===== config.mk =====
export PLATFORM = sky130hd
export DESIGN_NAME = ssimu_front
export DESIGN_NICKNAME = d
export VERILOG_FILES = /design/src/hw/rtl/ssimu_pkg.sv /design/src/hw/rtl/ssimu_front.sv
export SDC_FILE = /design/constraint.sdc
export NUM_CORES = 1
export LEC_CHECK = 0
export ABC_CLOCK_PERIOD_IN_PS = 46500
export BUFFER_PORTS_ARGS = -buffer_cell sky130_fd_sc_hd__buf_2
export CORE_AREA = 10 10 294 296
export CTS_BUF_LIST = sky130_fd_sc_hd__clkbuf_2 sky130_fd_sc_hd__clkbuf_4 sky130_fd_sc_hd__clkbuf_8
export DETAILED_ROUTE_END_ITERATION = 10
export DIE_AREA = 0 0 304 306
export HOLD_SLACK_MARGIN = 0.05
export PLACE_DENSITY = 0.65
export SYNTH_ARGS = -nofsm -noshare
export SYNTH_HDL_FRONTEND = slang
export SYNTH_SLANG_ARGS = --single-unit
export TNS_END_PERCENT = 5

===== constraint.sdc =====
create_clock -name clk -period 46.5 [get_ports clk]
set_clock_uncertainty 0.15 [all_clocks]
set_input_delay 6.975 -clock clk [delete_from_list [all_inputs] [get_ports clk]]
set_output_delay 6.975 -clock clk [all_outputs]
set_load 0.03 [all_outputs]

===== src/hw/rtl/ssimu_pkg.sv =====
// shared types, constants and saturating helpers for the spectral mode update
// no dependencies
package ssimu_pkg;

	localparam int Q_FRAC    = 32;
	localparam int DIV_STEPS = 64 + Q_FRAC;

	localparam logic signed [63:0] Q_ONE = 64'sh0000_0001_0000_0000;
	localparam logic signed [63:0] Q_MAX = 64'sh7fff_ffff_ffff_ffff;
	localparam logic signed [63:0] Q_MIN = 64'sh8000_0000_0000_0000;
	localparam logic [63:0]        TOP_BIT = 64'h8000_0000_0000_0000;

	typedef enum logic [2:0] {
		REG_STEP    = 3'd0,
		REG_IFACE   = 3'd1,
		REG_LRANGE  = 3'd2,
		REG_STAB    = 3'd3,
		REG_MEAN    = 3'd4,
		REG_DEALIAS = 3'd5
	} cfg_reg_e;

	typedef struct packed {
		logic signed [63:0] lin_re;
		logic signed [63:0] lin_im;
		logic signed [63:0] cube_re;
		logic signed [63:0] cube_im;
		logic [62:0]        sym_k2;
		logic [62:0]        sym_k4;
		logic               keep_mode;
		logic               zero_mode;
	} item_t;

	typedef struct packed {
		logic signed [63:0] new_re;
		logic signed [63:0] new_im;
		logic               overflow;
	} result_t;

	typedef struct packed {
		logic [62:0]        step_size;
		logic [62:0]        interface_coeff;
		logic [62:0]        long_range_coeff;
		logic [62:0]        stabilization;
		logic signed [63:0] scaled_mean;
		logic               dealias_on;
	} cfg_t;

	typedef struct packed {
		logic               ovf;
		logic signed [63:0] val;
	} sat_t;

	// saturating signed add
	function automatic sat_t sat_add(input logic signed [63:0] a, input logic signed [63:0] b);
		logic [64:0] s;
		sat_t r;
		s = {a[63], a} + {b[63], b};
		r.ovf = s[64] ^ s[63];
		if (r.ovf) r.val = s[64] ? Q_MIN : Q_MAX;
		else r.val = s[63:0];
		return r;
	endfunction

	// saturating signed subtract
	function automatic sat_t sat_sub(input logic signed [63:0] a, input logic signed [63:0] b);
		logic [64:0] s;
		sat_t r;
		s = {a[63], a} - {b[63], b};
		r.ovf = s[64] ^ s[63];
		if (r.ovf) r.val = s[64] ? Q_MIN : Q_MAX;
		else r.val = s[63:0];
		return r;
	endfunction

	// apply sign to a magnitude and saturate
	function automatic sat_t pack_mag(input logic neg, input logic [63:0] m, input logic big);
		sat_t r;
		r.ovf = 1'b0;
		if (neg) begin
			if (big || m > TOP_BIT) begin
				r.ovf = 1'b1;
				r.val = Q_MIN;
			end else begin
				r.val = ~m + 64'd1;
			end
		end else begin
			if (big || m[63]) begin
				r.ovf = 1'b1;
				r.val = Q_MAX;
			end else begin
				r.val = m;
			end
		end
		return r;
	endfunction

endpackage


===== src/hw/rtl/ssimu_front.sv =====
// front end: accepts mode requests, applies the dealias mask, two-entry queue
// depends on ssimu_pkg
module ssimu_front import ssimu_pkg::*; (
	input  logic  clk,
	input  logic  arst_n,
	input  logic  push,
	output logic  full,
	input  item_t item,
	input  logic  dealias_on,
	output item_t head,
	output logic  head_vld,
	input  logic  take
);

	item_t      ent_q [0:1];
	logic       wr_q;
	logic       rd_q;
	logic [1:0] cnt_q;
	item_t      masked;
	logic       do_push;
	logic       do_pop;

	// drop the nonlinear term outside the dealias region
	always_comb begin
		masked = item;
		if (dealias_on && !item.keep_mode) begin
			masked.cube_re = '0;
			masked.cube_im = '0;
		end
	end

	assign full     = (cnt_q == 2'd2);
	assign head_vld = (cnt_q != 2'd0);
	assign head     = ent_q[rd_q];
	assign do_push  = push && !full;
	assign do_pop   = take && head_vld;

	// queue storage
	always_ff @(posedge clk) begin
		if (do_push) ent_q[wr_q] <= masked;
	end

	// queue pointers
	always_ff @(posedge clk or negedge arst_n) begin
		if (!arst_n) begin
			wr_q  <= 1'b0;
			rd_q  <= 1'b0;
			cnt_q <= 2'd0;
		end else begin
			if (do_push) wr_q <= ~wr_q;
			if (do_pop) rd_q <= ~rd_q;
			if (do_push && !do_pop) cnt_q <= cnt_q + 2'd1;
			else if (do_pop && !do_push) cnt_q <= cnt_q - 2'd1;
		end
	end

endmodule


# Word-level counts from Yosys, hierarchy flattened
# Memory sizes are Yosys's and may differ from the RTL's.
# Cells that the tools add are included.
dict set report word_totals {
  romBits 0
  inputBits 389
  output_inout_bits 386
  mem_bits_rw 768
  latchBits 0
  wordCells 25
  memories 1
  reg_bits 4
}
dict set report op_classes {
  n_mux 5
  reduce_logical 11
  shifts 0
  multipliers 0
  addsub 2
  div_mod_pow 0
  order_cmp 0
  bitwise 2
  eq_ne 1
}
# memory words word_bits read_ports rd_ports_with_merged_regs write_ports line_no
set mem_list {}
lappend mem_list {ent_q 2 384 1 0 1 ssimu_front.sv:15} ;# item_t ent_q [0:1];
# op count
set ops {}
lappend ops {{two-way mux 128 bit} 1}
lappend ops {{logical AND 1 bit} 5}
lappend ops {{logical NOT 1 bit} 4}
lappend ops {{two-way mux 2 bit} 2}
lappend ops {{nonzero test 2 bit} 2}
lappend ops {{adder 2 x 1 -> 2 bit (second input constant)} 1}
lappend ops {{equality test 2 bit (second input constant)} 1}
lappend ops {{two-way mux 1 bit} 2}
lappend ops {{inverter 1 bit} 2}
lappend ops {{subtractor 2 x 1 -> 2 bit (second input constant)} 1}

# Longest topological paths before layout
# Gate-level depths: netlist of run 1.
dict set report depth {
  depth_word 7
  ltp_mapped 7
  ltp_nobuf 7
}

# Worst setup path before layout of run 1
# No wires, ideal clock.
dict set report synth_path {
  path_type {input to register}
  from {in push}
  to {mem ent_q[0][0] in the netlist's numbering (enable)}
  n_path_buf 0
  required_time_ns 45.212
  path_slack_ns 22.259
  cell_stages 2
  arrival_time_ns 22.953
  setup_ns 1.138
  cell_sequence {nand2_1 nor2_1}
}
dict set report synth_between {
  elab_chain_cells 3
}
# element line_no
set synth_rtl {}
lappend synth_rtl {{start: declaration} ssimu_front.sv:6} ;# input logic push,
lappend synth_rtl {{logical AND 1 bit} ssimu_front.sv:35} ;# assign do_push = push && !full;
lappend synth_rtl {{two-way mux 1 bit} ssimu_front.sv:40} ;# if (do_push) ent_q[wr_q] <= masked;
lappend synth_rtl {{two-way mux 1 bit (not written as such)} ssimu_front.sv:40}
lappend synth_rtl {{end: declaration} ssimu_front.sv:15}
# Every way passes these cells.

==> results of run 1 <==
==> power groups by stage <==
stage | logic [mW] | registers [mW] | clock network [mW]
finish | 0.908 | 0.999 | 0.591
global route | 0.956 | 1.01 | 0.645
CTS | 0.923 | 1.00 | 0.612
detailed placement | 0.920 | 1.01 | 0
global placement | 0.913 | 1.01 | 0
floorplan | 0.682 | 1.08 | 0
==> metal layers <==
layer | share of wire [%] | routed length (um) | track usage, % | vias up
met4 | 2.9 | 2160 | 6.29 | 8
met2 | 53 | 39000 | 27.0 | 646
met1 | 35 | 26000 | 15.5 | 7635
li1 | - | - | - | 7047
met5 | 0.075 | 55 | 0 | -
met3 | 8.7 | 6440 | 6.13 | 144
==> final cells by class <==
cell class | instances | area [um2]
Clock inverter | 44 | 342
Tap cell | 1060 | 1330
Inverter | 2 | 7.51
Antenna cell | 10 | 25.0
Sequential cell | 772 | 23200
Clock buffer | 184 | 2200
Timing Repair Buffer | 790 | 4010
Fill cell | 6963 | 43900
Multi-Input combinational cell | 526 | 5350
==> kinds of logic after synthesis <==
logic type    synth area share [%]
mux                           15.3
xor+xnor                     0.151
fa+ha+maj                   0.0431
flops                         79.8
simple gates                  2.90
buf+inv                       1.81
==> registers in the layout, indices dropped and copies added (netlist names) <==
name / flops
ent_q: 768
rd_q: 1
wr_q: 1
cnt_q: 2
==> cells in the final DEF (no fill, tap or decap) <==
cell type   instances
diode_2            10
inv_6               6
inv_8               1
inv_1               2
nand2_1             2
clkinv_1           26
inv_12              2
clkbuf_4           53
dfrtp_1             3
clkinv_2            2
nand2b_4            1
mux2_1              2
clkbuf_8          131
edfxtp_1          768
dfrtp_4             1
mux2_4             30
ha_1                1
or2_2               1
clkinv_8            2
nor2_1              1
buf_12              1
xor2_1              2
buf_2             774
bufinv_16           3
and3_4              1
mux2_2            352
xnor2_1             3
clkinvlp_4          2
and2_1            128
nor2_4              1
buf_4              15
nand2b_1            1
==> worst max-delay path: cells and delay by family, from the launching register on <==
kind                   cells  cell delay (ns)
multiplexers               1             0.43
flip-flops                 1             0.94
buffers and inverters      4             2.54
==> worst min path at each step <==
| stage | endpoint | slack, ns | depth (start not counted) |
|---|---|---|---|
| finish | cnt_q[1]$_DFFE_PN0P_ | 0.35 | 1 |
| global route | cnt_q[1]$_DFFE_PN0P_ | 0.38 | 1 |
| CTS | cnt_q[1]$_DFFE_PN0P_ | 0.35 | 1 |
| detailed placement | cnt_q[1]$_DFFE_PN0P_ | 0.34 | 1 |
| global placement | cnt_q[1]$_DFFE_PN0P_ | 0.33 | 1 |
| floorplan | cnt_q[1]$_DFFE_PN0P_ | 0.31 | 1 |
==> per-stage QoR <==
stage | instance area (um2) | util (%) | worst slack, ns
2_1_floorplan | 29000 | - | 22.26
3_3_place_gp | 33900 | 42.2 | 35.48
3_5_place_dp | 33900 | 42.2 | 35.31
4_1_cts | 36400 | 45.3 | 34.46
5_1_grt | 36400 | 45.4 | 34.32
6_report | 36400 | 45.4 | 34.60
==> reports/qor.csv, run 1 <==
metric,value,unit
status,"complete, no violations",
max_slew_margin,22.3,%
crit_required,39.38,ns
clk_path_buf_depth,3,
core_area,80300,um2
portBuffers,774,
ys_async_sr_fraction,0.518,%
first_pass_iters,4,
path_common_cell,buf_4,
hp-start,cnt_q[1]$_DFFE_PN0P_,
synth.distinct_cells,18,
critPathArrivalTime,4.78,ns
rows,104,
antenna_found_initial,17,
cpPeakStageDelay,0.94,ns
viasPerCell,4.57,
grt_max_degree,128,
numCtsBuffers,130,
pwr-share-seq,40.0,%
dieArea,93000,um2
slew_violations,0,
hold_violations,0,
worst_pin_slew,1.17,ns
antenna_left,0,
ys_seq_area_share,79.8,%
period_share,25.6,%
htreeDepth,4,
die_x,304,um
yosys.cell_count.top_type,edfxtp_1,
crit_start,rd_q$_DFFE_PN0P_,
clock-root-buffer,clkbuf_8,
grt_setup_unrepaired,no,
globalplace.congestion,0.824,
dp_cells,3150,
irDropWorstVdd,0.0000420,V
r2r-start,cnt_q[0]$_DFFE_PN0P_,
cellInternalPower,1.57,mW
grt_overflow_total,0,
ys_ff_latch,772,
hp-class,reg2reg,
synth_area_leaders,"edfxtp_1 79%, mux2_2 14%, and2_1 2.8%",
clock_latency,0.72,ns
timing.rr.end,ent_q[0][363]$_DFFE_PP_,
io_pins,775,
synth_top_area_share,79.5,%
cp_cell_sequence,buf_4 > buf_4 > buf_4 > mux2_2 > buf_2,
netlist_area,29000,um2
comb_power_share,36.3,%
drcViolationCount,0,
finalSetupTns,0,ns
clockPowerShare,23.7,%
cts_resized,0,
finalSetupViolCount,0,
holdBufCountCts,0,
drive_gt1_share,59.5,%
cts.sinks,772,
synth_edf_count,768,
finalNonFillerCells,3388,
reg2reg_depth,6,
synthesis.nets,1747,
area_growth,25.5,%
fin_nets,2612,
p_sw,0.925,mW
grt_pass1_vias,17100,
dp.final_hpwl,52300,um
wire_per_inst,21.7,um
cp-endpoint,head[321],
synthTopCellsByCount,"768 x edfxtp_1, 352 x mux2_2, 128 x and2_1, 40 x buf_6, 30 x mux2_4",
crit_fanout,72,
cts_tree,yes,
leakage,13.7,nW
wl,73600,um
reg2reg_setup_slack,42.09,ns
hold_ws,0.350,ns
ys_warn_count,0,
synth_top_cell_by_area,edfxtp_1,
power_density,68.6,nW/um2
syn_inst,1357,
die_y,306,um
period_needed,11.90,ns
avgSynthCellArea,21.4,um2
grt_use_total,15.1,%
ys.flop_type,edfxtp_1,
max_freq,84.0,MHz
cp-start-kind,flip-flop,
grt_pass1_wl,107000,um
total_power,2.50,mW
initial_core_util,36.1,%
cp_slowest_cell,dfrtp_4,
clk_pin_slew,0.06,ns
switching_share,37.0,%
drtIter0Drc,941,
worstSetupPathType,reg2out,
maxCapViolCount,0,
critPathCaptureType,primary output,
via_count,15500,
cts_setup_buffers,0,
No activity file was read; power rests on OpenSTA's default activity.
==> run 2: changes to the inputs <==
--- a/config.mk
+++ b/config.mk
@@ -5,14 +5,14 @@
 export SDC_FILE = /design/constraint.sdc
 export NUM_CORES = 1
 export LEC_CHECK = 0
-export ABC_CLOCK_PERIOD_IN_PS = 46500
+export ABC_CLOCK_PERIOD_IN_PS = 10200
 export BUFFER_PORTS_ARGS = -buffer_cell sky130_fd_sc_hd__buf_2
 export CORE_AREA = 10 10 294 296
 export CTS_BUF_LIST = sky130_fd_sc_hd__clkbuf_2 sky130_fd_sc_hd__clkbuf_4 sky130_fd_sc_hd__clkbuf_8
 export DETAILED_ROUTE_END_ITERATION = 10
 export DIE_AREA = 0 0 304 306
 export HOLD_SLACK_MARGIN = 0.05
-export PLACE_DENSITY = 0.65
+export PLACE_DENSITY = 0.68
 export SYNTH_ARGS = -nofsm -noshare
 export SYNTH_HDL_FRONTEND = slang
 export SYNTH_SLANG_ARGS = --single-unit
==> constraint.sdc (replaced) <==
create_clock -name clk -period 10.2 [get_ports clk]
set_clock_uncertainty 0.15 [all_clocks]
set_input_delay 1.53 -clock clk [delete_from_list [all_inputs] [get_ports clk]]
set_output_delay 1.53 -clock clk [all_outputs]
set_load 0.03 [all_outputs]
==> run 2 against run 1 <==
Compared with the run above:
- wire length increased by 0.69%
- sequential cell count is the same
- non-clock buffer count shrank 8
- largest cell class unchanged
==> reports/qor.csv, run 2 (same netlist as run 1, synthesis figures left out) <==
metric,value,unit
layout_commonest_cell,buf_2,
max_slew_margin,19.8,%
drive_gt1_share,58.7,%
fin_nets,2594,
top_regs,"ent_q: 768 flops, cnt_q: 2 flops",
grt_use_met2,27.1,%
wl,74100,um
drtIter0Drc,1124,
finalInstanceArea,36300,um2
cts_resized,0,
initial_core_util,36.1,%
cts_setup_buffers,0,
finalSetupViolCount,0,
critPathArrivalTime,3.57,ns
grt_overflow_total,0,
io_pins,775,
crit_required,8.52,ns
clk_path_buf_depth,3,
dieArea,93000,um2
die_x,304,um
critPathCaptureType,primary output,
switching_share,37.1,%
viasPerCell,4.60,
cellInternalPower,7.05,mW
globalplace.congestion,0.823,
place_area,33900,um2
clock-root-buffer,clkbuf_8,
total_power,11.2,mW
clk_pin_slew,0.06,ns
finalSetupTns,0,ns
cpPeakStageDelay,1.18,ns
hp-class,reg2reg,
reg2reg_setup_slack,6.99,ns
portBuffers,774,
dp.final_hpwl,52200,um
core_area,80300,um2
htreeDepth,3,
cts.sinks,772,
grt_use_total,15.1,%
grt_max_degree,165,
leakage,13.6,nW
status,"complete, no violations",
grt_pass1_wl,107000,um
area_growth,24.9,%
crit_start,rd_q$_DFFE_PN0P_,
maxCapViolCount,0,
grt_use_met1,15.4,%
crit_fanout,161,
period_needed,5.25,ns
grt_pass1_vias,17000,
drcViolationCount,0,
largest_reg_flops,768,
cp-start-kind,flip-flop,
pwr-share-seq,41.1,%
numCtsBuffers,120,
regMostFlops,ent_q,
hold_violations,0,
p_sw,4.15,mW
wire_per_inst,21.9,um
die_y,306,um
worst_pin_slew,1.20,ns
grt_setup_unrepaired,no,
grt.met3_usage,5.76,%
clock_latency,0.74,ns
r2r-start,cnt_q[0]$_DFFE_PN0P_,
comb_power_share,36.4,%
grt.busiest_layer,met2,
max_freq,190,MHz
layout_common_cells,"774 x buf_2, 768 x edfxtp_1, 352 x mux2_2",
first_pass_iters,5,
cts_tree,yes,
via_count,15500,
cp_cell_sequence,buf_12 > mux2_2 > buf_2,
worstSetupPathType,reg2out,
period_share,51.5,%
hp-start,cnt_q[1]$_DFFE_PN0P_,
rows,104,
power_density,309,nW/um2
slew_violations,0,
clockPowerShare,22.5,%
holdBufCountCts,0,
antenna_left,0,
cp_slowest_cell,dfrtp_4,
irDropWorstVdd,0.000217,V
antenna_found_initial,30,
-- run 2: path summary, 6_finish.rpt --
check | endpoint | depth (start not counted)
min | cnt_q[1]$_DFFE_PN0P_ | 1
min in group asynchronous | cnt_q[0]$_DFFE_PN0P_ | 1
max in group asynchronous | rd_q$_DFFE_PN0P_ | 1
max reg2reg | ent_q[0][331]$_DFFE_PP_ | 5
max | head[277] | 3
min reg2reg | cnt_q[1]$_DFFE_PN0P_ | 1
-- run 2: stage by stage --
stage	util [%]	hold slack (ns)	setup WS, ns	instances
after floorplan	-	0.306	-1.01	1357
after global placement	42.2	0.323	5.84	3142
after detailed placement	42.2	0.364	5.80	3142
after CTS	45.1	0.338	4.93	3355
after global routing	45.1	0.358	4.81	3376
final	45.2	0.371	4.95	3380
-- run 2: critical path: cells and delay by family, from the launching register on --
kind / cells / cell delay, ns
buffers and inverters: 2 / 0.77
DFF: 1 / 1.18
muxes: 1 / 0.43
-- run 2: per-layer routing --
metal,vias up,part of all wire [%]
li1,7026,-
met1,7629,35
met2,695,53
met3,172,8.6
met4,14,3.4
met5,-,0.12
-- run 2: cell type report --
| type | count | area [um2] |
|---|---|---|
| antenna | 25 | 62.6 |
| timing repair buffer | 782 | 4010 |
| fill | 7016 | 44000 |
| clock inverter | 49 | 333 |
| inverter | 2 | 7.51 |
| sequential | 772 | 23200 |
| multi-input combinational | 526 | 5350 |
| clock buffer | 164 | 1990 |
| tap | 1060 | 1330 |
-- run 2: power by group through the flow --
stage | registers (mW) | clock network, mW | logic, mW
3_5_place_dp | 4.67 | 0 | 4.12
3_3_place_gp | 4.64 | 0 | 4.08
6_report | 4.60 | 2.52 | 4.08
2_1_floorplan | 4.76 | 0 | 3.11
5_1_grt | 4.66 | 2.75 | 4.28
4_1_cts | 4.61 | 2.60 | 4.13
==> run 3: changes to the inputs <==
--- a/config.mk
+++ b/config.mk
@@ -5,14 +5,14 @@
 export SDC_FILE = /design/constraint.sdc
 export NUM_CORES = 1
 export LEC_CHECK = 0
-export ABC_CLOCK_PERIOD_IN_PS = 10200
+export ABC_CLOCK_PERIOD_IN_PS = 5320
 export BUFFER_PORTS_ARGS = -buffer_cell sky130_fd_sc_hd__buf_2
-export CORE_AREA = 10 10 294 296
+export CORE_AREA = 10 10 297 299
 export CTS_BUF_LIST = sky130_fd_sc_hd__clkbuf_2 sky130_fd_sc_hd__clkbuf_4 sky130_fd_sc_hd__clkbuf_8
 export DETAILED_ROUTE_END_ITERATION = 10
-export DIE_AREA = 0 0 304 306
+export DIE_AREA = 0 0 307 309
 export HOLD_SLACK_MARGIN = 0.05
-export PLACE_DENSITY = 0.68
+export PLACE_DENSITY = 0.64
 export SYNTH_ARGS = -nofsm -noshare
 export SYNTH_HDL_FRONTEND = slang
 export SYNTH_SLANG_ARGS = --single-unit
==> constraint.sdc (replaced) <==
create_clock -name clk -period 5.32 [get_ports clk]
set_clock_uncertainty 0.15 [all_clocks]
set_input_delay 0.798 -clock clk [delete_from_list [all_inputs] [get_ports clk]]
set_output_delay 0.798 -clock clk [all_outputs]
set_load 0.03 [all_outputs]
==> run 3 against run 2 <==
Compared with the run above:
- cell count grew 8.4%
- via count grew 7.2%
- hold slack lost 0.21 ns
- non-clock buffer count grew 278
- critical path type unchanged
- largest cell class unchanged
==> reports/qor.csv, run 3 (same netlist as run 1, synthesis figures left out) <==
metric,value,unit
critPathArrivalTime,2.89,ns
r2r-start,cnt_q[0]$_DFFE_PN0P_,
clock_latency,0.72,ns
wire_per_inst,21.4,um
leakage,14.8,nW
htreeDepth,3,
grt_use_met1,16.8,%
worst_pin_slew,1.21,ns
hold_violations,0,
cp_cell_sequence,buf_12 > mux2_2 > buf_2,
hold_ws,0.164,ns
initial_core_util,35.5,%
dp.final_hpwl,55000,um
core_area,81800,um2
cpPeakStageDelay,1.01,ns
grt_pass1_vias,18500,
finalNonFillerCells,3664,
die_y,309,um
hp-start,item[350],
hp-class,in2reg,
grt.busiest_layer,met2,
clock-root-buffer,clkbuf_8,
hold_end,ent_q[0][350]$_DFFE_PP_,
critPathBufInv,2,
regMostFlops,ent_q,
layout_commonest_cell,buf_2,
maxCapViolCount,0,
grt_setup_unrepaired,no,
largest_reg_flops,768,
reg2reg_setup_slack,2.55,ns
cts_resized,0,
total_power,21.8,mW
area_growth,34.4,%
period_share,72.2,%
antenna_found_initial,19,
die_x,307,um
numCtsBuffers,121,
layout_common_cells,"774 x buf_2, 768 x edfxtp_1, 352 x mux2_2",
reg2reg_depth,3,
rows,105,
hold_path_depth,1,
irDropWorstVdd,0.000332,V
status,"complete, no violations",
crit_fanout,71,
cp_slowest_cell,dfrtp_4,
portBuffers,774,
grt_use_met2,28.1,%
top_regs,"ent_q: 768 flops, cnt_q: 2 flops",
timing.rr.end,ent_q[1][319]$_DFFE_PP_,
period_needed,3.84,ns
wl,78300,um
cts.sinks,772,
grt_pass1_wl,114000,um
grt_use_total,15.7,%
clk_path_buf_depth,3,
fin_nets,2873,
grt.met3_usage,6.09,%
via_count,16700,
grt_overflow_total,0,
grt_max_degree,129,
globalplace.congestion,0.843,
dp_cells,3180,
finalInstanceArea,39000,um2
power_density,560,nW/um2
finalSetupTns,0,ns
drcViolationCount,0,
crit_family,flip-flops,
drive_gt1_share,53.3,%
max_slew_margin,19.0,%
dieArea,94900,um2
cts_tree,yes,
place_area,34100,um2
max_freq,260,MHz
worstSetupPathType,reg2out,
cp-start-kind,flip-flop,
clk_pin_slew,0.06,ns
first_pass_iters,5,
antenna_left,0,
critPathCaptureType,primary output,
io_pins,775,
crit_required,4.37,ns
viasPerCell,4.55,
drtIter0Drc,950,
slew_violations,0,
finalSetupViolCount,0,
==> run 3: area by class of cell <==
class	count	area, um2
inverters	2	7.51
multi-input cells	526	5370
repair buffers	1060	6760
flip-flops and latches	772	23200
clock buffers	151	1900
clock inverters	75	450
well taps	1070	1340
fillers	6890	42800
diodes	8	20.0
==> run 3: worst max-delay path by stage <==
stage,from,end,cells past startpoint
after floorplan,push,ent_q[0][0]$_DFFE_PP_,2
after global placement,rd_q$_DFFE_PN0P_,head[12],3
after detailed placement,rd_q$_DFFE_PN0P_,head[12],3
after CTS,rd_q$_DFFE_PN0P_,head[12],3
after global routing,rd_q$_DFFE_PN0P_,head[15],3
final,rd_q$_DFFE_PN0P_,head[243],3
==> run 3: timing repair <==
action                                 4_1_cts  5_1_grt
hold buffers                               250        0
endpoints found under the hold margin      501        0
buffers inserted                             0        0
==> run 3: per-stage QoR <==
step / util, % / setup WS, ns
after floorplan: - / -1.76
after global placement: 41.7 / 2.17
after detailed placement: 41.7 / 2.17
after CTS: 47.6 / 1.30
after global routing: 47.7 / 1.28
final: 47.7 / 1.48
==> run 3: metal layers <==
layer  vias to the layer above  share of wire [%]
li1                       7572                  -
met1                      8228                 37
met2                       723                 52
met3                       126                9.0
met4                        10                2.3
met5                         -              0.073
==> run 3: report_power, final <==
group	switching [mW]	internal, mW
Combinational	5.52	2.80
Clock	2.28	2.50
Sequential	0.398	8.33
